[src/rtl/dyad_gradient_accumulator_top_macros.svh]
// Assertion macros for the dyad gradient accumulator
`ifndef DYAD_GRADIENT_ACCUMULATOR_TOP_MACROS_SVH
`define DYAD_GRADIENT_ACCUMULATOR_TOP_MACROS_SVH

// same-cycle implication, checked on clock, off during reset
`define DGA_ASSERT_IMP(label, ante, cons, msg) \
   label: assert property (@(posedge clock) disable iff (reset) (ante) |-> (cons)) \
      else $error(msg);

// next-cycle implication
`define DGA_ASSERT_NXT(label, ante, cons, msg) \
   label: assert property (@(posedge clock) disable iff (reset) (ante) |=> (cons)) \
      else $error(msg);

`endif

[src/rtl/dga_pkg.sv]
// Shared types, codes and constant tables of the dyad gradient accumulator
package dga_pkg;

   // input commands
   localparam logic [1:0] CMD_LOAD_PARAM = 2'd0;
   localparam logic [1:0] CMD_LOAD_MEMB  = 2'd1;
   localparam logic [1:0] CMD_LOAD_ADJ   = 2'd2;
   localparam logic [1:0] CMD_COMPUTE    = 2'd3;

   // register select (paddr bit 2)
   localparam logic REG_NODE_COUNT  = 1'b0;
   localparam logic REG_CLASS_COUNT = 1'b1;

   localparam int PARAM_DEPTH  = 8;
   localparam int RESULT_LIMIT = 8;
   localparam int ACC_W        = 48;
   localparam int TERM_W       = 38;
   localparam int PROB_W       = 17;

   // shared multiplier
   localparam int MUL_A_W = 35;
   localparam int MUL_B_W = 19;
   localparam int MUL_P_W = MUL_A_W + MUL_B_W;

   // shared divider
   localparam int DIV_N_W = 33;
   localparam int DIV_D_W = 19;
   localparam int DIV_Q_W = 17;

   localparam logic signed [MUL_B_W-1:0] LOG2E_Q16 = 19'sd94548;

   localparam logic signed [ACC_W-1:0] ACC_MAX = {1'b0, {(ACC_W-1){1'b1}}};
   localparam logic signed [ACC_W-1:0] ACC_MIN = {1'b1, {(ACC_W-1){1'b0}}};

   typedef logic [16:0] pow_table_type [256];

   // 2^(i/256) in Q.16 from a fixed-point root-step recurrence
   function automatic pow_table_type build_pow_table();
      pow_table_type tab;
      logic [63:0]   t;
      t = 64'd1 << 30;
      for (int i = 0; i < 256; i++) begin
         tab[i] = 17'((t + 64'd8192) >> 14);
         t = (t * 64'd1076653033 + (64'd1 << 29)) >> 30;
      end
      return tab;
   endfunction

   localparam pow_table_type POW_TABLE = build_pow_table();

endpackage

[src/rtl/dga_mul.sv]
// Shared signed multiplier with registered product
module dga_mul (
   input  logic                                  clock,
   input  logic signed [dga_pkg::MUL_A_W-1:0]    op_a,
   input  logic signed [dga_pkg::MUL_B_W-1:0]    op_b,
   output logic signed [dga_pkg::MUL_P_W-1:0]    product
);

   logic signed [dga_pkg::MUL_P_W-1:0] product_ff;
   logic signed [dga_pkg::MUL_P_W-1:0] product_in;

   assign product_in = op_a * op_b;

   always_ff @(posedge clock) begin
      product_ff <= product_in;
   end

   assign product = product_ff;

endmodule

[config.mk]
export PLATFORM = sky130hd
export DESIGN_NAME = dga_mul
export DESIGN_NICKNAME = d
export VERILOG_FILES = /design/src/rtl/dyad_gradient_accumulator_top_macros.svh /design/src/rtl/dga_pkg.sv /design/src/rtl/dga_mul.sv
export SDC_FILE = /design/constraint.sdc
export NUM_CORES = 2
export LEC_CHECK = 0
export ABC_AREA = 1
export BUFFER_PORTS_ARGS = -buffer_cell sky130_fd_sc_hd__buf_2
export CELL_PAD_IN_SITES_DETAIL_PLACEMENT = 0
export CELL_PAD_IN_SITES_GLOBAL_PLACEMENT = 1
export CORE_MARGIN = 2
export CORE_UTILIZATION = 35
export DETAILED_ROUTE_END_ITERATION = 8
export PLACE_DENSITY = 0.68
export REMOVE_ABC_BUFFERS = 1
export SLEW_MARGIN = 20
export SYNTH_ARGS = -nofsm -noshare
export SYNTH_HDL_FRONTEND = slang
export SYNTH_SLANG_ARGS = --single-unit
[constraint.sdc]
create_clock -name clock -period 9 [get_ports clock]
set_input_delay 2.7 -clock clock [delete_from_list [all_inputs] [get_ports clock]]
set_output_delay 2.7 -clock clock [all_outputs]
set_load 0.01 [all_outputs]
# Yosys cells after proc, flatten, opt, wreduce, memory -nomap -nowiden
# Cells that the tools add are included.
[classes]
shift = 0
addsub = 0
n_eq_ne = 0
n_lt_le_gt_ge = 0
div_mod_pow = 0
multipliers = 1
n_mux = 0
n_bitwise = 0
reduce_logical = 0
[ops]
columns = ["cell", "count"]
rows = [
  ["$mul 35x19->54", 1],
]
[word_totals]
mem_count = 0
out_inout_bits = 54
rom_bits = 0
latchBits = 0
ramBits = 0
register_bits = 54

# Longest topological paths before layout
[logic_depth]
depth_word = 1
depth_mapped = 28

# Worst setup path after synthesis
# OpenSTA, ideal clock, no wires.
[synth_path]
path_kind = "in2reg"
startpoint = "in op_a[34] (netlist bit)"
endpoint = "reg product_ff (netlist bit product[52])"
cell_stages = 25
n_path_buf = 2
required_ps = 8887
slack_ps = 469
arrival_time_ps = 8418
setup_ps = 113
path_cell_list = "clkbuf_1 clkbuf_1 nand2_1 fa_1 inv_1 fa_1 inv_1 fa_1 inv_1 fa_1 inv_1 fa_1 inv_1 fa_1 ha_1 ha_1 inv_1 nor3_1 inv_1 nor2_1 nand2_1 nor2_1 nand2_1 nand4_1 nand2_1"
[synth_via]
elab_chain_cells = 1
[synth_rtl]
columns = ["item", "line_no", "rtl"]
rows = [
  ["start: declaration", "dga_mul.sv:4", "input logic signed [dga_pkg::MUL_A_W-1:0] op_a,"],
  ["$mul 35x19->54", "dga_mul.sv:12", "assign product_in = op_a * op_b;"],
  ["named net product_in (one bit)", "dga_mul.sv:10", "logic signed [dga_pkg::MUL_P_W-1:0] product_in;"],
  ["end signal: assignment", "dga_mul.sv:15", "product_ff <= product_in;"],
  ["end: declaration", "dga_mul.sv:9", "logic signed [dga_pkg::MUL_P_W-1:0] product_ff;"],
]
# The timed path passes the listed nets, and every way through them passes these cells.

# Worst setup path after layout
[layout_path]
startpoint = "in op_b[9] (netlist bit)"
endpoint = "reg product_ff (netlist bit product[26])"
[layout_via]
elab_chain_cells = 1
[layout_rtl]
columns = ["item", "line_no", "rtl"]
rows = [
  ["start: declaration", "dga_mul.sv:5", "input logic signed [dga_pkg::MUL_B_W-1:0] op_b,"],
  ["$mul 35x19->54", "dga_mul.sv:12", ""],
  ["named net product_in (one bit)", "dga_mul.sv:10", ""],
]
# The timed path passes the listed nets, and every way through them passes these cells.

==> summary.json <==
{
  "buffer_ports.inserted": 108,
  "design.final.nets": 4287,
  "cts_post_setup_buffers_inserted": 0,
  "synth_top_area_share": 0.494,
  "clkSinkCount": 54,
  "max-slew-margin-rel": 0.496,
  "cts_hold_buf": 0,
  "finalHoldViolCount": 0,
  "worstSetupPathType": "in2reg",
  "floorplan.rows": 99,
  "synth_simple_gate_area_frac": 0.191,
  "tns_ns": 0,
  "synth_area_sq_um": 26000,
  "synth-edff-count": 0,
  "yosys_register_bits": 54,
  "ys_types": 30,
  "globalRouteTotalUtil": 0.200,
  "post_dp_cell_area_sq_um": 28000,
  "io-pin-count": 109,
  "pin_count_of_the_biggest_net_entering_global_routing": 36,
  "crit_path_max_fanout": 20,
  "initial_utilization": 0.355,
  "layout_worst_path_cycle_share": 0.936,
  "largest_reg_flops": 54,
  "tritoncts": "built",
  "dominant_cell_by_count_in_the_synthesized_netlist": "inv_1",
  "vias": 19600,
  "synthTopCellsByCount": "1054 x inv_1, 1014 x nand2_1, 641 x fa_1",
  "synth_async_sr_flop_share": 0,
  "antenna_found_initial": 0,
  "route.detailed.wl_per_inst_um": 16.7,
  "placeableCoreArea_sq_um": 73200,
  "cts_inserted_buffers": 5,
  "run_status": "finished clean",
  "cts.root.buffer_cell": "clkbuf_16",
  "yosys.area.top_type": "fa_1",
  "drt_drc_violations_left": 0,
  "synth_top_flop_cell": "dfxtp_1",
  "die_width_um": 276,
  "timing.critical_path.from_type": "input port",
  "min_path_cells": 4,
  "via_count_of_the_first_global_routing_pass": 21400,
  "die_h_um": 276,
  "synthAdderAreaFrac": 0.564,
  "worst_path_largest_cell_delay_ns": 0.58,
  "overflow": 0,
  "die_outline_area_sq_um": 76400,
  "critPathSlowestCell": "fa_1",
  "clk_pin_slew_ns": 0.08,
  "seq_area_frac_synth": 0.0416,
  "holdWs_ns": 2.95,
  "grt_setup_unrepaired": "false",
  "synthMuxAreaShare": 0,
  "synth.top_cells.by_area": "fa_1 49%, inv_1 15%, nand2_1 15%, ha_1 7.0%, dfxtp_1 4.2%",
  "fin_ws_ns": 0.572,
  "final_number_of_max_transition_violations": 0,
  "fin_crit_ns": 8.43,
  "antenna_left": 0,
  "worstHoldPathType": "in2reg",
  "f_max_mhz": 119,
  "grt_pass1_wl_mm": 120,
  "cp_data_arrival_time_ns": 8.64,
  "worst_hold_path.endpoint": "product[0]",
  "timing.hold.worst.start": "op_a[0]",
  "ctsHtreeMaxLevel": 2,
  "worst_setup_path_end_kind": "register",
  "first_pass_iters": 5,
  "yosysWarnings": 0,
  "drt_iter0_drc": 995,
  "worst_path_most_repeated_cell": "fa_1",
  "antenna_cells_inserted": 0,
  "place_worst_setup_slack_ns": 0.234,
  "detail_route.vias_per_cell": 4.45,
  "postSynthAreaPerCell_sq_um": 7.67,
  "gp_routability_congestion": 0.919,
  "synth-compound-area-share": 0.0135,
  "stdcell_area_sq_um": 28200,
  "synth_top_family_by_area": "adder cells",
  "setup-violations-final": 0,
  "ctsResizeCount": 0,
  "cts.path.max_buffers": 2,
  "required_ns": 9.21,
  "place.detailed.hpwl_mm": 64.0,
  "post_synth_inst_count": 3388,
  "max_cap_viol_count": 0,
  "share_of_the_synthesized_netlist_area_taken_by_xor_and_xnor_gates": 0.0135,
  "totalWireLength_mm": 73.4,
  "crit_chain": "buf_2 -> buf_4 -> nand2_1 -> inv_1 -> fa_1 -> inv_1 -> fa_1 -> fa_1 -> inv_1 -> fa_1 -> fa_1 -> fa_1 -> ha_1 -> ha_1 -> nand2_1 -> inv_2 -> nand2_1 -> inv_1 -> a21oi_1 -> nand2_2 -> a21oi_1 -> xnor2_1",
  "fraction_of_final_layout_cells_with_drive_strength_greater_than_1": 0.0838,
  "area_delta_synth_final_pct": 8.56,
  "worstMarginPinSlew_ns": 0.755
}
==> cells by family after synthesis <==
kind of cell               count (synthesis)
buffers and inverters                   1221
DFF                                       54
xor gates and xnor gates                  40
adders and majority gates                786
and+or+nand+nor                         1222
AOI/OAI and AO/OA                         65
==> per-layer routing <==
layer / vias up / share of wire / global-route usage
met5: - / 0 / 0
met4: 0 / 0.013 / 0.0289
met3: 47 / 0.037 / 0.0146
met2: 373 / 0.50 / 0.354
met1: 9771 / 0.45 / 0.273
li1: 9398 / - / -
==> worst max-delay path: cells and delay by family <==
kind / cells / cell delay (ns)
AOI/OAI and AO/OA: 2 / 0.55
xor gates and xnor gates: 1 / 0.22
adders and majority gates: 8 / 3.53
buffers and inverters: 7 / 1.11
and+or+nand+nor: 4 / 0.52
==> stage by stage <==
stage	util	cells
after floorplan	-	3243
after global placement	0.383	4398
after detailed placement	0.383	4398
after CTS	0.385	4406
after global routing	0.385	4406
final	0.385	4406
==> area by class of cell <==
class,instances,area [sq um]
repair buffers,196,1400
well taps,959,1200
fillers,7788,45000
clock inverters,2,37.5
multi-input cells,2113,20300
flip-flops and latches,54,1080
clock buffers,6,129
inverters,1076,4040
==> worst max path at each step <==
stage	from	to	slack (ns)	cells after the start
2_1_floorplan	op_a[34]	product[52]	1.02	23
3_3_place_gp	op_b[9]	product[26]	0.21	22
3_5_place_dp	op_b[3]	product[26]	0.23	23
4_1_cts	op_b[9]	product[26]	0.54	22
5_1_grt	op_b[3]	product[52]	0.27	25
6_report	op_b[9]	product[26]	0.57	22
==> layout by cell type, fill, tap and decap left out, types with 2 or more instances in the layout <==
cell type	Yosys	final
dfxtp_1	54	54
nand3_2	4	4
nand2_2	19	19
a21oi_2	2	2
nor2_1	70	70
buf_4	0	72
o21ai_0	5	5
nor2_4	8	8
or2_2	5	5
ha_1	145	145
xnor2_1	13	13
nor3_2	9	9
fa_1	641	641
a21oi_1	50	50
nor3_1	5	5
inv_2	19	19
nand3b_1	4	4
buf_2	0	108
inv_1	1054	1054
nand2_1	1014	1014
xor2_1	27	27
o21bai_1	7	7
buf_12	0	16
clkbuf_16	0	5
clkinv_1	3	3
nand4_1	18	18
nor2_2	19	19
nand3_1	44	44
Power is not shown: default switching activity piles up to over one toggle a cycle in this logic, so the estimate is an artifact.
