**src/rtl/dyad_gradient_accumulator_top_macros.svh**
```systemverilog
// Assertion macros for the dyad gradient accumulator
`ifndef DYAD_GRADIENT_ACCUMULATOR_TOP_MACROS_SVH
`define DYAD_GRADIENT_ACCUMULATOR_TOP_MACROS_SVH

// same-cycle implication, checked on clock, off during reset
`define DGA_ASSERT_IMP(label, ante, cons, msg) \
   label: assert property (@(posedge clock) disable iff (reset) (ante) |-> (cons)) \
      else $error(msg);

// next-cycle implication
`define DGA_ASSERT_NXT(label, ante, cons, msg) \
   label: assert property (@(posedge clock) disable iff (reset) (ante) |=> (cons)) \
      else $error(msg);

`endif

```
**src/rtl/dga_pkg.sv**
```systemverilog
// Shared types, codes and constant tables of the dyad gradient accumulator
package dga_pkg;

   // input commands
   localparam logic [1:0] CMD_LOAD_PARAM = 2'd0;
   localparam logic [1:0] CMD_LOAD_MEMB  = 2'd1;
   localparam logic [1:0] CMD_LOAD_ADJ   = 2'd2;
   localparam logic [1:0] CMD_COMPUTE    = 2'd3;

   // register select (paddr bit 2)
   localparam logic REG_NODE_COUNT  = 1'b0;
   localparam logic REG_CLASS_COUNT = 1'b1;

   localparam int PARAM_DEPTH  = 8;
   localparam int RESULT_LIMIT = 8;
   localparam int ACC_W        = 48;
   localparam int TERM_W       = 38;
   localparam int PROB_W       = 17;

   // shared multiplier
   localparam int MUL_A_W = 35;
   localparam int MUL_B_W = 19;
   localparam int MUL_P_W = MUL_A_W + MUL_B_W;

   // shared divider
   localparam int DIV_N_W = 33;
   localparam int DIV_D_W = 19;
   localparam int DIV_Q_W = 17;

   localparam logic signed [MUL_B_W-1:0] LOG2E_Q16 = 19'sd94548;

   localparam logic signed [ACC_W-1:0] ACC_MAX = {1'b0, {(ACC_W-1){1'b1}}};
   localparam logic signed [ACC_W-1:0] ACC_MIN = {1'b1, {(ACC_W-1){1'b0}}};

   typedef logic [16:0] pow_table_type [256];

   // 2^(i/256) in Q.16 from a fixed-point root-step recurrence
   function automatic pow_table_type build_pow_table();
      pow_table_type tab;
      logic [63:0]   t;
      t = 64'd1 << 30;
      for (int i = 0; i < 256; i++) begin
         tab[i] = 17'((t + 64'd8192) >> 14);
         t = (t * 64'd1076653033 + (64'd1 << 29)) >> 30;
      end
      return tab;
   endfunction

   localparam pow_table_type POW_TABLE = build_pow_table();

endpackage

```
**src/rtl/dga_div.sv**
```systemverilog
// Restoring divider, one quotient bit per cycle
module dga_div (
   input  logic                          clock,
   input  logic                          reset,
   input  logic                          start,
   input  logic [dga_pkg::DIV_N_W-1:0]   numer,
   input  logic [dga_pkg::DIV_D_W-1:0]   denom,
   output logic                          done,
   output logic [dga_pkg::DIV_Q_W-1:0]   quot
);

   localparam int N_W = dga_pkg::DIV_N_W;
   localparam int D_W = dga_pkg::DIV_D_W;
   localparam int C_W = $clog2(N_W + 1);

   logic           busy_ff, busy_in;
   logic           done_ff, done_in;
   logic [C_W-1:0] cnt_ff, cnt_in;
   logic [D_W-1:0] rem_ff, rem_in;
   logic [N_W-1:0] q_ff, q_in;
   logic [D_W-1:0] den_ff, den_in;
   logic [D_W:0]   trial;
   logic           fits;

   always_comb begin
      trial   = {rem_ff, q_ff[N_W-1]};
      fits    = trial >= {1'b0, den_ff};
      busy_in = busy_ff;
      cnt_in  = cnt_ff;
      rem_in  = rem_ff;
      q_in    = q_ff;
      den_in  = den_ff;
      done_in = 1'b0;
      if (start) begin
         busy_in = 1'b1;
         cnt_in  = C_W'(N_W);
         rem_in  = '0;
         q_in    = numer;
         den_in  = denom;
      end else if (busy_ff) begin
         rem_in = fits ? D_W'(trial - {1'b0, den_ff}) : D_W'(trial);
         q_in   = {q_ff[N_W-2:0], fits};
         cnt_in = cnt_ff - C_W'(1);
         if (cnt_ff == C_W'(1)) begin
            busy_in = 1'b0;
            done_in = 1'b1;
         end
      end
   end

   always_ff @(posedge clock) begin
      if (reset) begin
         busy_ff <= 1'b0;
         done_ff <= 1'b0;
         cnt_ff  <= '0;
      end else begin
         busy_ff <= busy_in;
         done_ff <= done_in;
         cnt_ff  <= cnt_in;
      end
      rem_ff <= rem_in;
      q_ff   <= q_in;
      den_ff <= den_in;
   end

   assign done = done_ff;
   assign quot = q_ff[dga_pkg::DIV_Q_W-1:0];

endmodule

```
**config.mk**
```make
export PLATFORM = sky130hd
export DESIGN_NAME = dga_div
export DESIGN_NICKNAME = d
export VERILOG_FILES = /design/src/rtl/dyad_gradient_accumulator_top_macros.svh /design/src/rtl/dga_pkg.sv /design/src/rtl/dga_div.sv
export SDC_FILE = /design/constraint.sdc
export NUM_CORES = 1
export LEC_CHECK = 0
export BUFFER_PORTS_ARGS = -buffer_cell sky130_fd_sc_hd__buf_2
export CAP_MARGIN = 0
export CORE_MARGIN = 2
export CORE_UTILIZATION = 53
export CTS_BUF_LIST = sky130_fd_sc_hd__clkbuf_4 sky130_fd_sc_hd__clkbuf_8
export CTS_CLUSTER_DIAMETER = 200
export DETAILED_ROUTE_END_ITERATION = 10
export GPL_ROUTABILITY_DRIVEN = 0
export PLACE_DENSITY = 0.79
export SLEW_MARGIN = 0
export SYNTH_ARGS = -nofsm -noshare
export SYNTH_HDL_FRONTEND = slang
export SYNTH_SLANG_ARGS = --single-unit
```
**constraint.sdc**
```tcl
create_clock -name clock -period 2.3 [get_ports clock]
set_clock_uncertainty 0.2 [all_clocks]
set_input_delay 0.23 -clock clock [delete_from_list [all_inputs] [get_ports clock]]
set_output_delay 0.23 -clock clock [all_outputs]
set_load 0.05 [all_outputs]
```
; ---- After elaboration in Yosys (flattened, before gate mapping)
; Index checks and enable logic that the tools add are counted.
[totals]
register_bits = 79
wordCells = 24
[classes]
n_addsub = 2
order_cmp = 1
n_eq_ne = 1
n_mux = 9
bitwise_logic = 1
reduce_logical = 3
[ops]
columns = operator, n
row1 = $mux W33, 2
row2 = $ge A20 B19 Y1, 1
row3 = $mux W19, 1
row4 = $sub A19 B19 Y19, 1
row5 = $mux W6, 2
row6 = $eq A6 B1 Y1 const B, 1
row7 = $sub A6 B1 Y6 const B, 1
row8 = $mux W1, 4
row9 = $reduce_or A3 Y1, 1
row10 = $reduce_bool A2 Y1, 1
row11 = $reduce_or A2 Y1, 1
row12 = $not A1 Y1, 1

; ---- Logic depth before layout (Yosys ltp)
[depth]
word_depth = 4
mapped_depth = 11
depth_no_buf = 10

; ---- Worst setup path before layout
; No wires, ideal clock.
[synth_path]
path_kind = reg2reg
from = reg q_ff[32]
to = reg rem_ff[12]
setup_ps = 125
t_arrival_ps = 2226
required_time_ps = 1975
path_slack_ps = -251
path_stages_with_launch = 12
path_buffers = 1
synth_period_minus_slack_ps = 2551
cell_sequence = edfxtp_1 inv_1 ha_1 fa_1 nand2b_1 a211o_2 nand2_2 o31a_1 o21ai_4 buf_2 a32oi_1 o31ai_1
[synth_via]
elab_chain_len = 2
elab_cells_between_ends = 3
classes_between = 1 x add/sub / 1 x order compare / 1 x mux
[synth_lines]
columns = element, line
row1 = "start, declared", dga_div.sv:20  ; logic [N_W-1:0] q_ff, q_in;
row2 = "start signal, assigned", dga_div.sv:62  ; q_ff <= q_in;
row3 = $sub A19 B19 Y19 / $ge A20 B19 Y1 (equally long branches), "dga_div.sv:41, dga_div.sv:27"
row4 = $mux W19 *, dga_div.sv:41  ; rem_in = fits ? D_W'(trial - {1'b0, den_ff}) : D_W'(trial);
row5 = "end signal, assigned", dga_div.sv:61  ; rem_ff <= rem_in;
row6 = "end, declared", dga_div.sv:19  ; logic [D_W-1:0] rem_ff, rem_in;
; Mark *: on every way between the ends. The rest lies on a longest branch, timed or not.
; A chain may end at the register's enable or synchronous reset.

; ---- Final worst setup path
[layout_path]
from = reg q_ff[32]
to = reg rem_ff[8]
; Same word-level chain as after synthesis.

==> run_results.csv <==
group,metric,value,unit
run_status,outcome,"finished with violations",
floorplanning,die_height,94.1,µm
clock_network,tritoncts,"built",
synthesis,postSynthAreaPerCell,10.9,µm²
setup_path,crit_chain,"inv_1, ha_2, fa_2, nand2b_4, a211o_2, nand2_2, o31a_1, o21ai_4, buf_12, mux2i_1, a211oi_1",
synthesis,synth_seq_area_share,0.488,
global_route,gr-usage-all-layers,0.266,
synthesis,synthesis.instances,395,
route,drt.antenna.violating_nets,0,
sta,worst-slew-pin-transition,0.626,ns
sta,report.final.setup_viol,20,
synthesis,post-synth-top-area-fraction,0.363,
synthesis,synth_enable_flop_cells,52,
setup_path,critPathCaptureType,"register",
synthesis,yosys_warnings,0,
floorplanning,floorplan.rows,32,
sta,max_freq,384,MHz
setup_path,timing.critical_path.fanout_max,8,
sta,final_critical_path_setup_slack,-0.302,ns
synthesis,synth_async_sr_flop_share,0,
finish,finalNetCount,629,
setup_path,classification_of_the_worst_setup_path,"reg -> reg",
floorplanning,initial_core_util,0.552,
run_status,violations_in_the_final_reports,"negative setup slack",
floorplanning,floorplan.core_area,7810,µm²
synthesis,synth_cell_types,51,
synthesis,yosys-top-cells-area,"sky130_fd_sc_hd__edfxtp_1 36%, sky130_fd_sc_hd__dfxtp_1 13%, sky130_fd_sc_hd__mux2_2 8.4%, sky130_fd_sc_hd__ha_1 6.1%, sky130_fd_sc_hd__buf_4 3.0%",
setup_path,critical_path_arrival,2.66,ns
clock_network,cts-buffers-inserted,9,
route,routed_wirelength,11700,µm
sta,rsz0062_at_grt,"true",
setup_path,cp.required,2.36,ns
clock_network,cts_root_buffer,"sky130_fd_sc_hd__clkbuf_8",
power,p_leak,0.00260,µW
clock_network,tritoncts_num_sinks,79,
placement,placed_cell_area,5010,µm²
worst_hold_path,holdCritPathClass,"in -> reg",
finish,finalInstanceArea,5950,µm²
route,dr.pass1.iters,6,
global_route,initial_antenna_violation_count,0,
synthesis,ys_ff_latch,79,
sta,layout_worst_path_cycle_share,1.13,
synthesis,synth.net_count,472,
synthesis,yosysMostFrequentCell,"sky130_fd_sc_hd__edfxtp_1",
power,ratio_of_total_power_to_cell_area,636,nW/µm²
setup_path,crit_path_start_kind,"register",
placement,placement.io_buffers,72,
setup_path,reg2reg_setup_slack,-0.30,ns
finish,antennaDiodeCount,0,
sta,slew_headroom,0.577,
synthesis,yosys-top-cells-count,"52 x sky130_fd_sc_hd__edfxtp_1, 32 x sky130_fd_sc_hd__mux2_2, 28 x sky130_fd_sc_hd__inv_1",
synthesis,post_synth_instance_area,4310,µm²
synthesis,top_reg_cell_synth,"sky130_fd_sc_hd__edfxtp_1",
finish,drive_gt1_frac,0.379,
global_route,grt_max_degree,33,
floorplanning,dieArea,8860,µm²
floorplanning,dieWidth,94.1,µm
sta,worst_hold_check_slack,0.0118,ns
sta,setup_tns,-4.95,ns
route,vias,3694,
power,peak_vdd_ir,607,µV
route,first_iter_violations,271,
sta,finalHoldViolCount,0,
run,cap_violations,0,
sta,report.final.slew_viol_count,0,
clock_network,clkTransAtPathRegs,0.09,ns
finish,flow.area_growth_from_synthesis,38.1,%
route,detail_route.wl_per_cell,17.8,µm
finish,fillers,504,
sta,finalWorstPathRequiredPeriod,2.60,ns
setup_path,critical-path-max-stage-delay,0.36,ns
clock_network,cts.htree.levels,3,
setup_path,cpMaxStageDelayCell,"sky130_fd_sc_hd__edfxtp_1",
global_route,grt_pass1_vias,3723,
route,drc_errors,0,
global_route,grt_pass1_wl,17900,µm
clock_network,clock_latency,0.36,ns
global_route,globalRoute.totalOverflow,0,
placement,post-dp-hpwl,6920,µm
floorplanning,pin_count,73,
clock_network,clockBufferDepth,2,
route,post_drt_via_cell_ratio,5.61,
synthesis,yosys.area.top_type,"sky130_fd_sc_hd__edfxtp_1",
[metrics by stage]
stage	power [µW]	util	setup slack, ns	cells
detailed placement	2460	0.642	-0.297	586
global route	3910	0.762	-0.398	659
global placement	2430	0.642	-0.258	586
floorplan	2230	-	-0.143	395
CTS	3720	0.747	-0.246	655
finish	3780	0.762	-0.302	659
[logic make-up after synthesis]
| group | share of synthesized area |
|---|---|
| muxes | 0.107 |
| AOI/OAI and AO/OA | 0.133 |
| xor gates and xnor gates | 0.0366 |
| buffers and inverters | 0.0723 |
| DFF | 0.488 |
| adders and majority gates | 0.0657 |
| and+or+nand+nor | 0.0973 |
[report_power, final]
| group | internal, µW | total (µW) | switching [µW] |
|---|---|---|---|
| logic | 394 | 877 | 483 |
| registers | 1640 | 1700 | 58.0 |
| clock network | 656 | 1200 | 547 |
| total | 2690 | 3780 | 1090 |
[layer usage]
metal	GRT usage	wire length (µm)	part of all wire	vias up
li1	-	-	-	1742
met1	0.322	4760	0.41	1734
met2	0.455	5720	0.49	171
met3	0.0666	827	0.071	47
met4	0.101	389	0.033	0
met5	0	0	0	-
[flip-flops by register name, indices dropped and copies added, names as in the netlist]
| name | cells |
|---|---|
| q_ff | 33 |
| rem_ff | 19 |
| done | 1 |
| den_ff | 19 |
| cnt_ff | 6 |
| busy_ff | 1 |
[path summary, 6_finish.rpt]
| check | cells past startpoint | end | start |
|---|---|---|---|
| worst max-delay path | 11 | rem_ff[8]$_SDFFE_PP0P_ | q_ff[32]$_DFFE_PP_ |
| worst min-delay path | 2 | q_ff[22]$_DFFE_PP_ | numer[22] |
| worst max register to register | 11 | rem_ff[8]$_SDFFE_PP0P_ | q_ff[32]$_DFFE_PP_ |
| worst min register to register | 2 | rem_ff[7]$_SDFFE_PP0P_ | rem_ff[7]$_SDFFE_PP0P_ |
[critical path, delay by kind of cell, from the launching register on]
| kind | cells | cell delay (ns) |
|---|---|---|
| and+or+nand+nor | 2 | 0.23 |
| AOI/OAI and AO/OA | 4 | 0.84 |
| DFF | 1 | 0.36 |
| buffers and inverters | 2 | 0.21 |
| adders and majority gates | 2 | 0.54 |
| muxes | 1 | 0.12 |
[layout by cell type (no fill, tap or decap), types with 10 or more instances in the layout]
| cell type | synthesis | final |
|---|---|---|
| sky130_fd_sc_hd__clkbuf_8 | 0 | 10 |
| sky130_fd_sc_hd__dfxtp_1 | 27 | 27 |
| sky130_fd_sc_hd__nand2_1 | 27 | 27 |
| sky130_fd_sc_hd__dlygate4sd3_1 | 0 | 51 |
| sky130_fd_sc_hd__inv_1 | 28 | 28 |
| sky130_fd_sc_hd__mux2_2 | 32 | 32 |
| sky130_fd_sc_hd__a21oi_1 | 17 | 15 |
| sky130_fd_sc_hd__buf_4 | 17 | 55 |
| sky130_fd_sc_hd__nor2_1 | 26 | 25 |
| sky130_fd_sc_hd__edfxtp_1 | 52 | 52 |
| sky130_fd_sc_hd__ha_1 | 21 | 19 |
| sky130_fd_sc_hd__buf_2 | 3 | 72 |
| sky130_fd_sc_hd__xnor2_1 | 13 | 13 |
[cell type report]
type | count | area [µm²] | share of cell area
sequential | 79 | 2100 | 0.354
clock inverter | 5 | 81.3 | 0.0137
multi-input combinational | 253 | 2040 | 0.342
inverter | 28 | 105 | 0.0177
tap | 102 | 128 | 0.0215
timing repair buffer | 181 | 1350 | 0.227
clock buffer | 11 | 145 | 0.0244
[what timing repair did]
action                                 4_1_cts  5_1_grt
setup buffers                                2        3
setup endpoints to repair                   20       20
gates resized for setup                     17       14
cloned                                       0        1
pin swaps                                    6        3
hold buffers                                51        0
endpoints found under the hold margin       58        0
No activity file was read; power rests on OpenSTA's default activity.
